[src/hw/rtl/lcsl_pkg.sv]
// package for the longest common substring length block
// widths, input kind codes, controller states and the command and status bundles
// no dependencies
`default_nettype none

package lcsl_pkg;

  localparam int MAX_LEN = 64;
  localparam int LEN_W   = $clog2(MAX_LEN + 1);
  localparam int ADDR_W  = (MAX_LEN > 1) ? $clog2(MAX_LEN) : 1;
  localparam int KIND_W  = 2;
  localparam int SYM_W   = 8;
  localparam int OUT_W   = 7;

  localparam logic [KIND_W-1:0] KIND_FIRST  = 2'd0;
  localparam logic [KIND_W-1:0] KIND_SECOND = 2'd1;
  localparam logic [KIND_W-1:0] KIND_END    = 2'd2;

  typedef enum logic [0:0] {
    ST_IDLE,
    ST_SCAN
  } state_t;

  typedef struct packed {
    logic append;
    logic start;
    logic scan;
    logic emit;
  } ctrl_cmd_t;

  typedef struct packed {
    logic scan_busy;
    logic len_zero;
    logic out_blocked;
  } dp_status_t;

endpackage

`default_nettype wire

[src/hw/rtl/lcsl_ram.sv]
// generic single-port-write, single-port-read ram with registered read data
// no dependencies
`default_nettype none

module lcsl_ram #(
  parameter int WIDTH = 8,
  parameter int DEPTH = 64,
  localparam int AW = (DEPTH > 1) ? $clog2(DEPTH) : 1
) (
  input  logic             clk,
  input  logic             we,
  input  logic [AW-1:0]    waddr,
  input  logic [WIDTH-1:0] wdata,
  input  logic [AW-1:0]    raddr,
  output logic [WIDTH-1:0] rdata
);

  logic [WIDTH-1:0] mem [DEPTH];

  always_ff @(posedge clk) begin
    if (we) begin
      mem[waddr] <= wdata;
    end
    rdata <= mem[raddr];
  end

endmodule

`default_nettype wire

[src/hw/rtl/lcsl_ctrl.sv]
// controller: accepts beats, starts row scans and emits results
// depends on lcsl_pkg
`default_nettype none

module lcsl_ctrl (
  input  logic                       clk,
  input  logic                       rst,
  input  logic                       item_valid,
  output logic                       item_ready,
  input  logic [lcsl_pkg::KIND_W-1:0] kind,
  input  lcsl_pkg::dp_status_t       status,
  output lcsl_pkg::ctrl_cmd_t        cmd
);
  import lcsl_pkg::*;

  state_t state;
  state_t state_next;
  logic   accept;

  assign item_ready = (state == ST_IDLE) && !((kind == KIND_END) && status.out_blocked);
  assign accept     = item_valid && item_ready;

  always_ff @(posedge clk) begin
    if (rst) begin
      state <= ST_IDLE;
    end else begin
      state <= state_next;
    end
  end

  always_comb begin
    state_next = state;
    unique case (state)
      ST_IDLE: begin
        if (accept && (kind == KIND_SECOND) && !status.len_zero) begin
          state_next = ST_SCAN;
        end
      end
      ST_SCAN: begin
        if (!status.scan_busy) begin
          state_next = ST_IDLE;
        end
      end
      default: state_next = ST_IDLE;
    endcase
  end

  always_comb begin
    cmd = '0;
    unique case (state)
      ST_IDLE: begin
        cmd.append = accept && (kind == KIND_FIRST);
        cmd.start  = accept && (kind == KIND_SECOND) && !status.len_zero;
        cmd.emit   = accept && (kind == KIND_END);
      end
      ST_SCAN: begin
        cmd.scan = 1'b1;
      end
      default: cmd = '0;
    endcase
  end

endmodule

`default_nettype wire

[src/hw/rtl/lcsl_dp.sv]
// datapath: first-string buffer, dp row memory, scan pipeline, maximum and result register
// depends on lcsl_pkg and lcsl_ram
`default_nettype none

module lcsl_dp (
  input  logic                        clk,
  input  logic                        rst,
  input  logic [lcsl_pkg::SYM_W-1:0]  symbol,
  input  lcsl_pkg::ctrl_cmd_t         cmd,
  output lcsl_pkg::dp_status_t        status,
  output logic                        result_valid,
  input  logic                        result_ready,
  output logic [lcsl_pkg::OUT_W-1:0]  match_length,
  output logic                        overflow
);
  import lcsl_pkg::*;

  logic [LEN_W-1:0]  first_length;
  logic [LEN_W-1:0]  best_length;
  logic              dropped_flag;
  logic [LEN_W-1:0]  ptr;
  logic              s1_valid;
  logic [ADDR_W-1:0] s1_addr;
  logic [SYM_W-1:0]  sym;
  logic [LEN_W-1:0]  prev;

  logic              room;
  logic              issue;
  logic [SYM_W-1:0]  str_q;
  logic [LEN_W-1:0]  row_q;
  logic [LEN_W-1:0]  run;
  logic              str_we;
  logic              row_we;
  logic [ADDR_W-1:0] row_waddr;
  logic [LEN_W-1:0]  row_wdata;
  logic [OUT_W-1:0]  best_sat;

  assign room  = first_length < LEN_W'(MAX_LEN);
  assign issue = cmd.scan && (ptr < first_length);
  assign run   = (str_q == sym) ? (prev + LEN_W'(1)) : '0;

  assign str_we    = cmd.append && room;
  assign row_we    = str_we || s1_valid;
  assign row_waddr = s1_valid ? s1_addr : first_length[ADDR_W-1:0];
  assign row_wdata = s1_valid ? run : '0;

  assign best_sat = (best_length > LEN_W'(127)) ? OUT_W'(127) : OUT_W'(best_length);

  assign status.scan_busy   = issue || s1_valid;
  assign status.len_zero    = (first_length == '0);
  assign status.out_blocked = result_valid && !result_ready;

  lcsl_ram #(.WIDTH(SYM_W), .DEPTH(MAX_LEN)) u_str_ram (
    .clk   (clk),
    .we    (str_we),
    .waddr (first_length[ADDR_W-1:0]),
    .wdata (symbol),
    .raddr (ptr[ADDR_W-1:0]),
    .rdata (str_q)
  );

  lcsl_ram #(.WIDTH(LEN_W), .DEPTH(MAX_LEN)) u_row_ram (
    .clk   (clk),
    .we    (row_we),
    .waddr (row_waddr),
    .wdata (row_wdata),
    .raddr (ptr[ADDR_W-1:0]),
    .rdata (row_q)
  );

  always_ff @(posedge clk) begin
    if (rst) begin
      first_length <= '0;
      best_length  <= '0;
      dropped_flag <= 1'b0;
      ptr          <= '0;
      s1_valid     <= 1'b0;
      result_valid <= 1'b0;
    end else begin
      if (cmd.emit) begin
        result_valid <= 1'b1;
      end else if (result_valid && result_ready) begin
        result_valid <= 1'b0;
      end
      if (cmd.append) begin
        if (room) begin
          first_length <= first_length + LEN_W'(1);
        end else begin
          dropped_flag <= 1'b1;
        end
      end
      if (cmd.start) begin
        ptr      <= '0;
        s1_valid <= 1'b0;
      end
      if (cmd.scan) begin
        s1_valid <= issue;
        ptr      <= ptr + LEN_W'(issue);
      end
      if (s1_valid && (run > best_length)) begin
        best_length <= run;
      end
      if (cmd.emit) begin
        first_length <= '0;
        best_length  <= '0;
        dropped_flag <= 1'b0;
      end
    end
  end

  // payload registers
  always_ff @(posedge clk) begin
    if (cmd.start) begin
      sym  <= symbol;
      prev <= '0;
    end
    if (s1_valid) begin
      prev <= row_q;
    end
    s1_addr <= ptr[ADDR_W-1:0];
    if (cmd.emit) begin
      match_length <= best_sat;
      overflow     <= dropped_flag;
    end
  end

endmodule

`default_nettype wire

[src/hw/rtl/longest_common_substring_length.sv]
// top level of the longest common substring length block
// depends on lcsl_pkg, lcsl_ctrl, lcsl_dp
`default_nettype none

// Streams two byte strings and returns the length of their longest common
// contiguous substring. A first-string beat (kind 0) stores the byte, up to
// 64 bytes; further bytes are dropped and reported through overflow. A
// second-string beat (kind 1) walks the stored string once through the single
// read port of the buffer and row memories, updating one position per cycle,
// so it occupies the block until the whole stored string is walked; while
// nothing is stored it starts no walk. An end beat (kind 2) loads the result
// register and clears the pair; it waits while a scan is running or while an
// earlier result is still not taken. Kind 3 beats are accepted and ignored.
module longest_common_substring_length (
  input  logic                        clk,
  input  logic                        rst,
  input  logic                        item_valid,
  output logic                        item_ready,
  input  logic [lcsl_pkg::KIND_W-1:0] kind,
  input  logic [lcsl_pkg::SYM_W-1:0]  symbol,
  output logic                        result_valid,
  input  logic                        result_ready,
  output logic [lcsl_pkg::OUT_W-1:0]  match_length,
  output logic                        overflow
);
  import lcsl_pkg::*;

  ctrl_cmd_t  cmd;
  dp_status_t status;

  lcsl_ctrl u_ctrl (
    .clk        (clk),
    .rst        (rst),
    .item_valid (item_valid),
    .item_ready (item_ready),
    .kind       (kind),
    .status     (status),
    .cmd        (cmd)
  );

  lcsl_dp u_dp (
    .clk          (clk),
    .rst          (rst),
    .symbol       (symbol),
    .cmd          (cmd),
    .status       (status),
    .result_valid (result_valid),
    .result_ready (result_ready),
    .match_length (match_length),
    .overflow     (overflow)
  );

endmodule

`default_nettype wire

[config.mk]
export PLATFORM = sky130hd
export DESIGN_NAME = longest_common_substring_length
export DESIGN_NICKNAME = d
export VERILOG_FILES = /design/src/hw/rtl/lcsl_pkg.sv /design/src/hw/rtl/lcsl_ram.sv /design/src/hw/rtl/lcsl_ctrl.sv /design/src/hw/rtl/lcsl_dp.sv /design/src/hw/rtl/longest_common_substring_length.sv
export SDC_FILE = /design/constraint.sdc
export NUM_CORES = 1
export LEC_CHECK = 0
export CAP_MARGIN = 25
export CORE_ASPECT_RATIO = 0.75
export CORE_MARGIN = 2
export CORE_UTILIZATION = 37
export DETAILED_ROUTE_END_ITERATION = 8
export DONT_BUFFER_PORTS = 1
export PLACE_DENSITY = 0.54
export SLEW_MARGIN = 0
export SYNTH_ARGS = -nofsm -noshare
export SYNTH_HDL_FRONTEND = slang
export SYNTH_SLANG_ARGS = --single-unit
[constraint.sdc]
create_clock -name clk -period 9.8 [get_ports clk]
set_clock_uncertainty 0.1 [all_clocks]
set_input_delay 1.47 -clock clk [delete_from_list [all_inputs] [get_ports clk]]
set_output_delay 1.47 -clock clk [all_outputs]
set_load 0.02 [all_outputs]
# After elaboration in Yosys (flattened, before gate mapping)
# Memories as Yosys holds them, arrays and structs flattened. A register that Yosys moved wholly into a read port is not among the register bits.
# Cells that the tools add are included.
# word_totals
n_memories,2
word_cells,71
reg_bits,54
in_bits,14
output_inout_bits,10
ram_bits,960
# op_classes
eq_ne,3
bitwise_logic,2
magnitude_cmp,4
n_addsub,3
reduce_logical,25
mux,20
# mem_list
name,words,width,rd,rd_ports_with_merged_regs,wr,line,rtl
u_dp.u_str_ram.mem,64,8,1,1,1,lcsl_ram.sv:18,logic [WIDTH-1:0] mem [DEPTH];
u_dp.u_row_ram.mem,64,7,1,1,1,lcsl_ram.sv:18,
# ops
operator,count
$mux 7,5
$add 7x1->7 const B,2
$logic_and 1x1->1,12
$mux 1,12
$eq 8x8->1,1
$add 7x1->7,1
$gt 7x7->1,1
$gt 7x7->1 const B,1
$logic_not 7->1,1
$lt 7x7->1,1
$lt 7x7->1 const B,1
$mux 6,1
$reduce_bool 2->1,3
$reduce_and 2->1,2
$logic_not 1->1,3
$eq 2x1->1 const B,1
$eq 2x2->1 const B,1
$logic_not 2->1,1
$logic_or 1x1->1,2
$mux 2,1
$not 1->1,2
$pmux 1 s2,1
$reduce_or 2->1,1

# Longest topological paths before layout
# Gate-level depths: netlist of the first run.
# logic_depth
ltp_word,13
ltp_mapped,18
depth_no_buf,16

# Cells and area by module
# Synthesis of the first run repeated with hierarchy kept, for this count alone.
# hier_totals
cells_unflattened,2052
area_unflattened_um2,40537.6
# by_module_without_submodules
mod,seq_area_each_um2,cells_each,area_each_um2,n_inst
lcsl_ram at u_dp.u_str_ram,15534.9,940,20166.8,1
lcsl_ram at u_dp.u_row_ram,13593.0,827,17635.7,1
lcsl_dp,1291.2,273,2635.0,1
lcsl_ctrl,20.0,12,100.1,1

# Worst setup path after synthesis of the first run
# OpenSTA, ideal clock, no wires.
# synth_timing
path_type,in2reg
from,in item_valid
to,reg u_dp.best_length[5]
slack_ns,6.033
t_required_ns,9.576
arrival_time_ns,3.543
n_path_buf,1
cell_stages,7
setup_ns,0.124
path_cell_list,nand2b_1 nor4b_1 or2_2 clkbuf_1 nor2_1 o21ai_0 mux2i_1
# synth_lines
element,line,rtl
start: declaration,longest_common_substring_length.sv:17,"input logic item_valid,"
end signal: assignment,lcsl_dp.sv:101,best_length <= run;
end: declaration,lcsl_dp.sv:19,logic [LEN_W-1:0] best_length;

# Worst setup path in the final report of the first run
# layout_timing
from,in item_valid
to,mem u_dp.u_row_ram.mem[21][1] (netlist bit) (enable)
# layout_via
elab_chain_len,7
# layout_rtl
element,line,rtl
$logic_and 1x1->1,lcsl_ctrl.sv:21,assign accept = item_valid && item_ready;
$logic_and 1x1->1,lcsl_ctrl.sv:52,cmd.append = accept && (kind == KIND_FIRST);
$mux 2,lcsl_ctrl.sv:50,unique case (state)
$logic_and 1x1->1,lcsl_dp.sv:42,assign str_we = cmd.append && room;
$logic_or 1x1->1,lcsl_dp.sv:43,assign row_we = str_we || s1_valid;
$mux 1,lcsl_ram.sv:21,if (we) begin
$mux 1 (not written as such),lcsl_ram.sv:22,mem[waddr] <= wdata;
end: declaration,lcsl_ram.sv:18,
# Every way passes these cells.

==> results.md, run 1 <==
- IO Pins: 24
- Leakage power total: 12.8 nW
- Vias in the first global route: 18600
- Clock Pin Slew Worst Setup and Hold Paths: 0.06 ns
- Syn nets: 1852
- Filler Cell Count: 9187
- CTS root buf: clkbuf_16
- Hold-fix buffers, CTS: 0
- CP Max Fanout: 8
- Worst Hold Class: flop to flop
- Most frequent cell after synthesis: edfxtp_1
- Synthesized area per cell: 22.0 µm²
- Largest net degree at the start of global routing: 108
- Drt drc: 0
- Post-DRT Antenna Nets: 0
- Skew-Pair Late Insertion Delay: 0.70 ns
- Total track usage: 17.3%
- Via density: 5.50
- CTS resizes: 0
- Total of max-cap violations: 0
- Nature of the critical path endpoint: flop
- Unrepaired setup endpoints after global routing: false
- Initial antenna violation count: 6
- Place WS: 5.11 ns
- Peak ir drop on the vdd network: 0.000135 V
- Initial Util: 37.3%
- Nets: 1885
- Async SR Flop Fraction: 0%
- CTS Buffer Depth: 3
- Final hold viol count: 0
- Fin. max-slew vios: 0
- Sequential area share after synthesis: 76.0%
- Rows: 104
- Minimum clock period after layout: 3.98 ns
- CP Data Required Time: 10.00 ns
- H-tree depth: 3
- Relative slew slack: 20.7%
- Post-synth top area share: 73.7%
- Fin worst setup slack: 5.82 ns
- I/O Buffers: 0
- Crit Path Class: input pin to flop
- Worst-case reg-to-reg path depth: 7
- TNS Setup: 0 ns
- Status: finished, final reports clean
- Crit share post-route: 40.6%
- Crit start category: input pin
- Synth area leader: edfxtp_1
- Synth area leaders: edfxtp_1 74%, mux4_2 18%, dfxtp_1 2.3%
- Setup Fix Bufs, Post-CTS: 0
- Gpl congestion: 0.831
- Routed WL per cell: 28.1 µm
- Setup violators final: 0
- Critical path arrival: 4.18 ns
- Initial DRC count: 1834
- Share of cells above drive strength 1: 26.1%
- Synth Register Bits: 1029
- EDFF count, synth: 983
- PwrDens: 192 nW/µm²
- Post-synth top cells: 983 x edfxtp_1, 315 x mux4_2, 172 x nor2_1, 52 x clkbuf_1, 47 x nand2_1
- Die X: 384 µm
- DR vias: 18600
- Drt pass-1 iters: 5
- Syn Inst Count: 1822
- WHS Path Cells: 0
- Worst Max-Slew Pin Slew: 1.17 ns
- Global-route wire length before repair: 138000 µm
- DP Cell Count: 3184
- Synthesis-to-layout area growth: 12.2%
- CTS tree: done
- Core area: 107000 µm²
- Die Y: 289 µm
- FMAX: 251 MHz
- DP HPWL: 57300 µm
- Synth Flop Type: edfxtp_1
- Cell area after synthesis: 40000 µm²
- Aggregate global routing overflow: 0
- Final WL: 94800 µm
- Post-Layout Cell Count: 3371
- Synth warn: 0
- Synth unique cells: 55
- Die area: 111000 µm²
- Clk sink count: 1029
- Cts bufs inserted: 98
power by group:
part           switching, mW  internal (mW)  total (mW)
Sequential           0.00397           4.78        4.79
Clock                   1.66           2.15        3.82
Combinational         0.0191        0.00954      0.0286
Total                   1.68           6.95        8.63
worst max-delay path, stage by stage:
cell	delay, ns
nand2b_1	0.13
nor4_2	0.65
and2_1	0.32
nand2_1	0.08
o21ai_1	0.21
nand2_1	0.57
nor2_1	0.75
metal layers:
layer / routed length, µm / track usage (%)
met1: 44300 / 26.8
met4: 1660 / 3.59
met2: 39000 / 23.3
met3: 9670 / 6.26
met5: 112 / 0.547
logic make-up after synthesis:
group | share of synthesized area, %
muxes | 17.9
AOI/OAI and AO/OA | 0.800
and+or+nand+nor | 3.05
adders and majority gates | 0.500
buffers and inverters | 1.35
DFF | 76.0
xor gates and xnor gates | 0.394
placed cells by master, fill, tap and decap left out, drive strengths merged, types with 6 or more instances in the layout:
cell	netlist	layout
edfxtp	983	983
mux4	315	315
nor2	173	173
clkbuf	52	115
clkinv	2	48
nand2	47	47
dfxtp	46	46
buf	38	23
inv	16	22
ha	16	16
nand3	15	15
a21oi	14	14
and2	12	12
xor2	10	10
bufinv	0	10
xnor2	8	8
clkinvlp	0	7
mux2i	6	6
o21ai	6	6
flip-flops by register name (all words and copies together) (netlist names), 8 cells and up:
register              count
u_dp.sym                  8
u_dp.u_row_ram.mem      448
u_dp.u_str_ram.rdata      8
u_dp.u_str_ram.mem      512
area by class of cell:
cell class | count | area (µm²) | share of cell area, %
sequential | 1029 | 30500 | 67.8
multi-input combinational | 685 | 9130 | 20.3
clock buffer | 115 | 2570 | 5.72
tap | 1431 | 1790 | 3.99
clock inverter | 69 | 678 | 1.51
timing repair buffer | 23 | 225 | 0.501
inverter | 18 | 67.6 | 0.150
antenna | 1 | 2.50 | 0.00557
metrics by stage:
step	hold WS, ns	power, mW	instance area [µm²]	util, %
2_1_floorplan	0.252	4.90	40000	-
3_3_place_gp	0.322	4.91	41600	38.8
3_5_place_dp	0.330	4.91	41600	38.8
4_1_cts	0.348	8.71	44900	41.8
5_1_grt	0.361	8.88	44900	41.8
6_report	0.348	8.63	44900	41.8
worst paths after layout:
path	start	to	slack (ns)
setup / recovery	item_valid	u_dp.u_row_ram.mem[21][1]	5.82
hold / removal	u_dp.dropped_flag	u_dp.overflow	0.35
setup reg to reg	u_ctrl.state	u_dp.u_row_ram.mem[21][1]	5.88
hold reg to reg	u_dp.dropped_flag	u_dp.overflow	0.35
Power figures use the tool's default switching activity.
==> run 2, diff against run 1 <==
==> constraint.sdc (replaced) <==
create_clock -name clk -period 3.8 [get_ports clk]
set_clock_uncertainty 0.1 [all_clocks]
set_input_delay 0.57 -clock clk [delete_from_list [all_inputs] [get_ports clk]]
set_output_delay 0.57 -clock clk [all_outputs]
set_load 0.02 [all_outputs]
==> results.md, run 2 (synthesized netlist as in run 1, its figures left out) <==
- TNS Setup: 0 ns (unchanged)
- Total of max-cap violations: 0 (unchanged)
- Die X: 384 µm (unchanged)
- Total track usage: 17.1% (was 17.3%)
- Post-Layout Cell Count: 3488 (was 3371)
- Area of the multi-input gates: 9120 µm² (was 9130 µm²)
- Routed WL per cell: 26.6 µm (was 28.1 µm)
- Global-route wire length before repair: 136000 µm (was 138000 µm)
- Post-DRT Antenna Nets: 0 (unchanged)
- DP HPWL: 57100 µm (was 57300 µm)
- DR vias: 18700 (was 18600)
- Drt drc: 0 (unchanged)
- Leakage power total: 13.7 nW (was 12.8 nW)
- Fin. max-slew vios: 0 (unchanged)
- I/O Buffers: 0 (unchanged)
- Share of cells above drive strength 1: 30.4% (was 26.1%)
- Setup violators final: 0 (unchanged)
- Die area: 111000 µm² (unchanged)
- Crit start category: flop (was input pin)
- Largest register by flop count: u_dp.u_str_ram.mem (unchanged)
- H-tree depth: 3 (unchanged)
- Final hold viol count: 0 (unchanged)
- Clk sink count: 1029 (unchanged)
- Initial antenna violation count: 8 (was 6)
- Drt pass-1 iters: 5 (unchanged)
- Crit share post-route: 93.9%
- Status: finished, final reports clean (unchanged)
- FMAX: 280 MHz
- Dpl cell area: 42500 µm² (was 41600 µm²)
- Final Total Pwr: 23.1 mW (was 8.63 mW)
- Aggregate global routing overflow: 0 (unchanged)
- Initial Util: 37.3% (unchanged)
- Register area: 30500 µm² (unchanged)
- Most common cell after layout, fill and taps aside: edfxtp_1 (unchanged)
- Via density: 5.35 (was 5.50)
- Synthesis-to-layout area growth: 15.7% (was 12.2%)
- Filler Cell Count: 9107 (was 9187)
- Nets: 2006 (was 1885)
- Critical path arrival: 3.76 ns (was 4.18 ns)
- Skew-Pair Late Insertion Delay: 0.69 ns (was 0.70 ns)
- Final Util: 43.2% (was 41.8%)
- Cts bufs inserted: 100 (was 98)
- Die Y: 289 µm (unchanged)
- Final WL: 92900 µm (was 94800 µm)
- Unrepaired setup endpoints after global routing: true (was false)
- Core area: 107000 µm² (unchanged)
- Most frequent cells in the layout: 983 x edfxtp_1, 315 x mux4_2, 167 x nor2_1, 119 x buf_4, 100 x clkbuf_16 (was 983 x edfxtp_1, 315 x mux4_2, 168 x nor2_1, 100 x clkbuf_16, 47 x nand2_1)
- Max FFs per register: 512 (unchanged)
- PwrDens: 498 nW/µm² (was 192 nW/µm²)
- Initial DRC count: 1921 (was 1834)
- Vias in the first global route: 18900 (was 18600)
- CP Data Required Time: 3.99 ns (was 10.00 ns)
- Crit Path Class: flop to flop (was input pin to flop)
- Gpl congestion: 0.821 (was 0.831)
- Clock Pin Slew Worst Setup and Hold Paths: 0.07 ns (was 0.06 ns)
- Rows: 104 (unchanged)
- Worst Max-Slew Pin Slew: 1.24 ns (was 1.17 ns)
- Largest net degree at the start of global routing: 157 (was 108)
- Peak ir drop on the vdd network: 0.000320 V (was 0.000135 V)
- Worst Hold Class: input pin to flop (was flop to flop)
- CTS Buffer Depth: 3 (unchanged)
- Relative slew slack: 17.1% (was 20.7%)
- DP Cell Count: 3293 (was 3184)
- CTS tree: done (unchanged)
- Nature of the critical path endpoint: flop (unchanged)
- CP Max Fanout: 8 (unchanged)
- Design Area, Final: 46300 µm² (was 44900 µm²)
- CTS root buf: clkbuf_16 (unchanged)
- IO Pins: 24 (unchanged)
- Minimum clock period after layout: 3.57 ns
- Top flop regs: u_dp.u_str_ram.mem: 512 flops, u_dp.u_row_ram.mem: 448 flops (unchanged)
==> run 2: final timing paths <==
path,startpoint,endpoint,slack (ns),depth (start not counted)
worst max-delay path,u_ctrl.state,u_dp.u_row_ram.mem[57][5],0.23,7
worst min-delay path,kind[0],u_dp.first_length[0],0.08,3
worst max register to register,u_ctrl.state,u_dp.u_row_ram.mem[57][5],0.23,7
worst min register to register,u_dp.dropped_flag,u_dp.overflow,0.34,0
==> run 2: where the power goes <==
group	internal [mW]	leakage [nW]	switching (mW)
registers	12.3	9.01	0.0108
clock network	6.19	1.69	4.34
logic	0.0531	2.97	0.145
total	18.6	13.7	4.50
==> run 2: stage by stage <==
step           setup slack [ns]  hold WS (ns)
6_report                  0.230        0.0808
5_1_grt                -0.00259        0.0531
4_1_cts                   0.120        0.0385
3_5_place_dp             0.0785         0.326
3_3_place_gp             0.0566         0.319
2_1_floorplan             0.242         0.252
==> run 2: final cells by class <==
cell class	instances	area share, %
clock inverter	56	1.89
sequential	1029	65.7
tap	1431	3.86
multi-input combinational	685	19.7
antenna	1	0.00540
timing repair buffer	142	2.97
inverter	18	0.146
clock buffer	126	5.70
==> run 2: worst max-delay path: stages, from the launching register on <==
cell      delay, ns
dfxtp_1        0.31
nand2b_1       0.23
nor4_2         0.63
and2_1         0.31
nand2_1        0.08
o21ai_1        0.22
nand2_1        0.55
nor2_1         0.72
==> run 2: metal layers <==
metal / part of all wire, % / wire [µm] / vias up / track usage, %
li1: - / - / 7899 / -
met1: 47 / 43600 / 10000 / 26.3
met2: 43 / 40200 / 642 / 24.0
met3: 8.1 / 7490 / 130 / 4.86
met4: 1.7 / 1610 / 0 / 3.61
met5: 0 / 0 / - / 0
==> run 2: what timing repair did <==
item                                    in CTS  in global routing
endpoints found under the setup margin       0                 13
resized for setup                            0                  2
hold buffers                                12                  0
setup buffers                                0                  0
hold endpoints to repair                   532                  0
==> run 3, diff against run 2 <==
--- a/config.mk
+++ b/config.mk
@@ -5,12 +5,13 @@
 export SDC_FILE = /design/constraint.sdc
 export NUM_CORES = 1
 export LEC_CHECK = 0
+export BUFFER_PORTS_ARGS = -buffer_cell sky130_fd_sc_hd__buf_2
 export CAP_MARGIN = 25
 export CORE_ASPECT_RATIO = 0.75
 export CORE_MARGIN = 2
 export CORE_UTILIZATION = 37
+export CTS_CLUSTER_DIAMETER = 120
 export DETAILED_ROUTE_END_ITERATION = 8
-export DONT_BUFFER_PORTS = 1
 export PLACE_DENSITY = 0.54
 export SLEW_MARGIN = 0
 export SYNTH_ARGS = -nofsm -noshare
==> results.md, run 3 (synthesized netlist as in run 1, its figures left out) <==
- Critical path arrival: 4.03 ns (was 3.76 ns)
- Skew-Pair Late Insertion Delay: 0.70 ns (was 0.69 ns)
- Final hold viol count: 0 (unchanged)
- Setup violators final: 0 (unchanged)
- IO Pins: 24 (unchanged)
- I/O Buffers: 23 (was 0)
- Most frequent cells in the layout: 983 x edfxtp_1, 315 x mux4_2, 176 x buf_4, 168 x nor2_1, 106 x clkbuf_16 (was 983 x edfxtp_1, 315 x mux4_2, 167 x nor2_1, 119 x buf_4, 100 x clkbuf_16)
- Initial Util: 37.3% (unchanged)
- Relative slew slack: 32.1% (was 17.1%)
- Total track usage: 17.1% (about the same)
- Worst Max-Slew Pin Slew: 1.02 ns (was 1.24 ns)
- Total net switching power: 4.43 mW (was 4.50 mW)
- Clock share of power: 44.0% (was 45.7%)
- Largest net degree at the start of global routing: 125 (was 157)
- DP HPWL: 59600 µm (was 57100 µm)
- Cts bufs inserted: 102 (was 100)
- Initial antenna violation count: 7 (was 8)
- Global-route wire length before repair: 138000 µm (was 136000 µm)
- TNS Setup: 0 ns (unchanged)
- Die area: 111000 µm² (unchanged)
- Drt drc: 0 (unchanged)
- Crit start category: flop (unchanged)
- Top flop regs: u_dp.u_str_ram.mem: 512 flops, u_dp.u_row_ram.mem: 448 flops (unchanged)
- CP Data Required Time: 4.31 ns (was 3.99 ns)
- Crit share post-route: 92.6% (was 93.9%)
- Comb pwr share: 0.9% (about the same)
- Drt pass-1 iters: 5 (unchanged)
- Clk sink count: 1029 (unchanged)
- Status: finished, final reports clean (unchanged)
- Die Y: 289 µm (unchanged)
- Vias in the first global route: 19400 (was 18900)
- Most common cell after layout, fill and taps aside: edfxtp_1 (unchanged)
- Share of cells above drive strength 1: 32.6% (was 30.4%)
- Worst Hold Class: input pin to flop (unchanged)
- PwrDens: 483 nW/µm² (was 498 nW/µm²)
- Max FFs per register: 512 (unchanged)
- CTS resizes: 0 (unchanged)
- Rows: 104 (unchanged)
- Pint: 18.0 mW (was 18.6 mW)
- Area of the multi-input gates: 9110 µm² (was 9120 µm²)
- Routed WL per cell: 26.4 µm (was 26.6 µm)
- CTS Buffer Depth: 3 (unchanged)
- CTS root buf: clkbuf_16 (unchanged)
- Final WL: 94000 µm (was 92900 µm)
- Peak ir drop on the vdd network: 0.000364 V (was 0.000320 V)
- FMAX: 284 MHz (was 280 MHz)
- Via density: 5.38 (was 5.35)
- Register area: 30500 µm² (unchanged)
- DR vias: 19200 (was 18700)
- Switching Fraction: 19.8% (was 19.5%)
- Unrepaired setup endpoints after global routing: false (was true)
- CP Max Fanout: 9 (was 8)
- Setup Fix Bufs, Post-CTS: 0 (unchanged)
- Crit Path Class: flop to flop (unchanged)
- Clock Pin Slew Worst Setup and Hold Paths: 0.06 ns (was 0.07 ns)
- Hold-fix buffers, CTS: 0 (was 12)
- Fin. max-slew vios: 0 (unchanged)
- Core area: 107000 µm² (unchanged)
- Nets: 2080 (was 2006)
- Aggregate global routing overflow: 0 (unchanged)
- CTS tree: done (unchanged)
- Minimum clock period after layout: 3.52 ns (was 3.57 ns)
- Filler Cell Count: 9117 (was 9107)
- Part of the power in registers: 55.1% (was 53.5%)
- Nature of the critical path endpoint: flop (unchanged)
- Final Total Pwr: 22.4 mW (was 23.1 mW)
- Synthesis-to-layout area growth: 15.9% (was 15.7%)
- Die X: 384 µm (unchanged)
- Leakage power total: 13.9 nW (was 13.7 nW)
- Gpl congestion: 0.789 (was 0.821)
- Initial DRC count: 2037 (was 1921)
- Post-DRT Antenna Nets: 0 (unchanged)
- Largest register by flop count: u_dp.u_str_ram.mem (unchanged)
- H-tree depth: 3 (unchanged)
- Total of max-cap violations: 0 (unchanged)
[run 3: worst max-delay path, stage by stage, from the launching register on]
cell       delay, ns
edfxtp_1        0.38
xor2_1          0.18
nor4_1          0.71
buf_4           0.27
and2_1          0.12
buf_4           0.15
nand2b_1        0.07
ha_1            0.19
inv_1           0.05
a21o_1          0.11
a21oi_1         0.06
a2111o_1        0.37
a2bb2oi_1       0.18
nor2_4          0.27
mux2i_1         0.22
[run 3: worst paths after layout]
check	depth (start not counted)	endpoint	start	slack (ns)
min reg2reg	0	u_dp.overflow	u_dp.dropped_flag	0.35
max	14	u_dp.best_length[0]	u_dp.sym[3]	0.28
min	1	u_dp.u_str_ram.mem[54][1]	symbol[1]	0.05
max reg2reg	14	u_dp.best_length[0]	u_dp.sym[3]	0.28
[run 3: stage by stage]
| stage | worst slack (ns) | std cells | utilization, % | area, µm² | hold WS [ns] |
|---|---|---|---|---|---|
| 6_report | 0.280 | 3567 | 43.2 | 46400 | 0.0488 |
| 5_1_grt | 0.0924 | 3566 | 43.2 | 46400 | 0.0299 |
| 4_1_cts | 0.325 | 3564 | 43.2 | 46400 | 0.0674 |
| 3_5_place_dp | 0.351 | 3375 | 40.1 | 43100 | 0.338 |
| 3_3_place_gp | 0.325 | 3373 | 40.1 | 43100 | 0.331 |
| 2_1_floorplan | 0.242 | 1822 | - | 40000 | 0.252 |
[run 3: per-layer routing]
| layer | up-vias | share of wire, % | global-route usage (%) | wire [µm] |
|---|---|---|---|---|
| met5 | - | 0.032 | 0 | 30 |
| met4 | 4 | 2.0 | 3.88 | 1920 |
| met3 | 141 | 6.8 | 3.27 | 6350 |
| met2 | 618 | 44 | 24.9 | 41400 |
| met1 | 10400 | 47 | 26.7 | 44300 |
| li1 | 8031 | - | - | - |
[run 3: power groups by stage]
stage | clock (mW) | combinational [mW] | sequential [mW]
floorplan | 0 | 0.0444 | 12.6
global placement | 0 | 0.188 | 12.6
detailed placement | 0 | 0.197 | 12.6
CTS | 10.1 | 0.196 | 12.3
global route | 10.5 | 0.215 | 12.3
finish | 9.86 | 0.199 | 12.3
[run 3: cell type report]
class / count / share of cell area (%)
multi-input cells: 685 / 19.6
well taps: 1431 / 3.86
clock inverters: 54 / 1.04
diodes: 1 / 0.00539
flip-flops and latches: 1029 / 65.6
clock buffers: 135 / 6.01
inverters: 18 / 0.146
repair buffers: 214 / 3.69
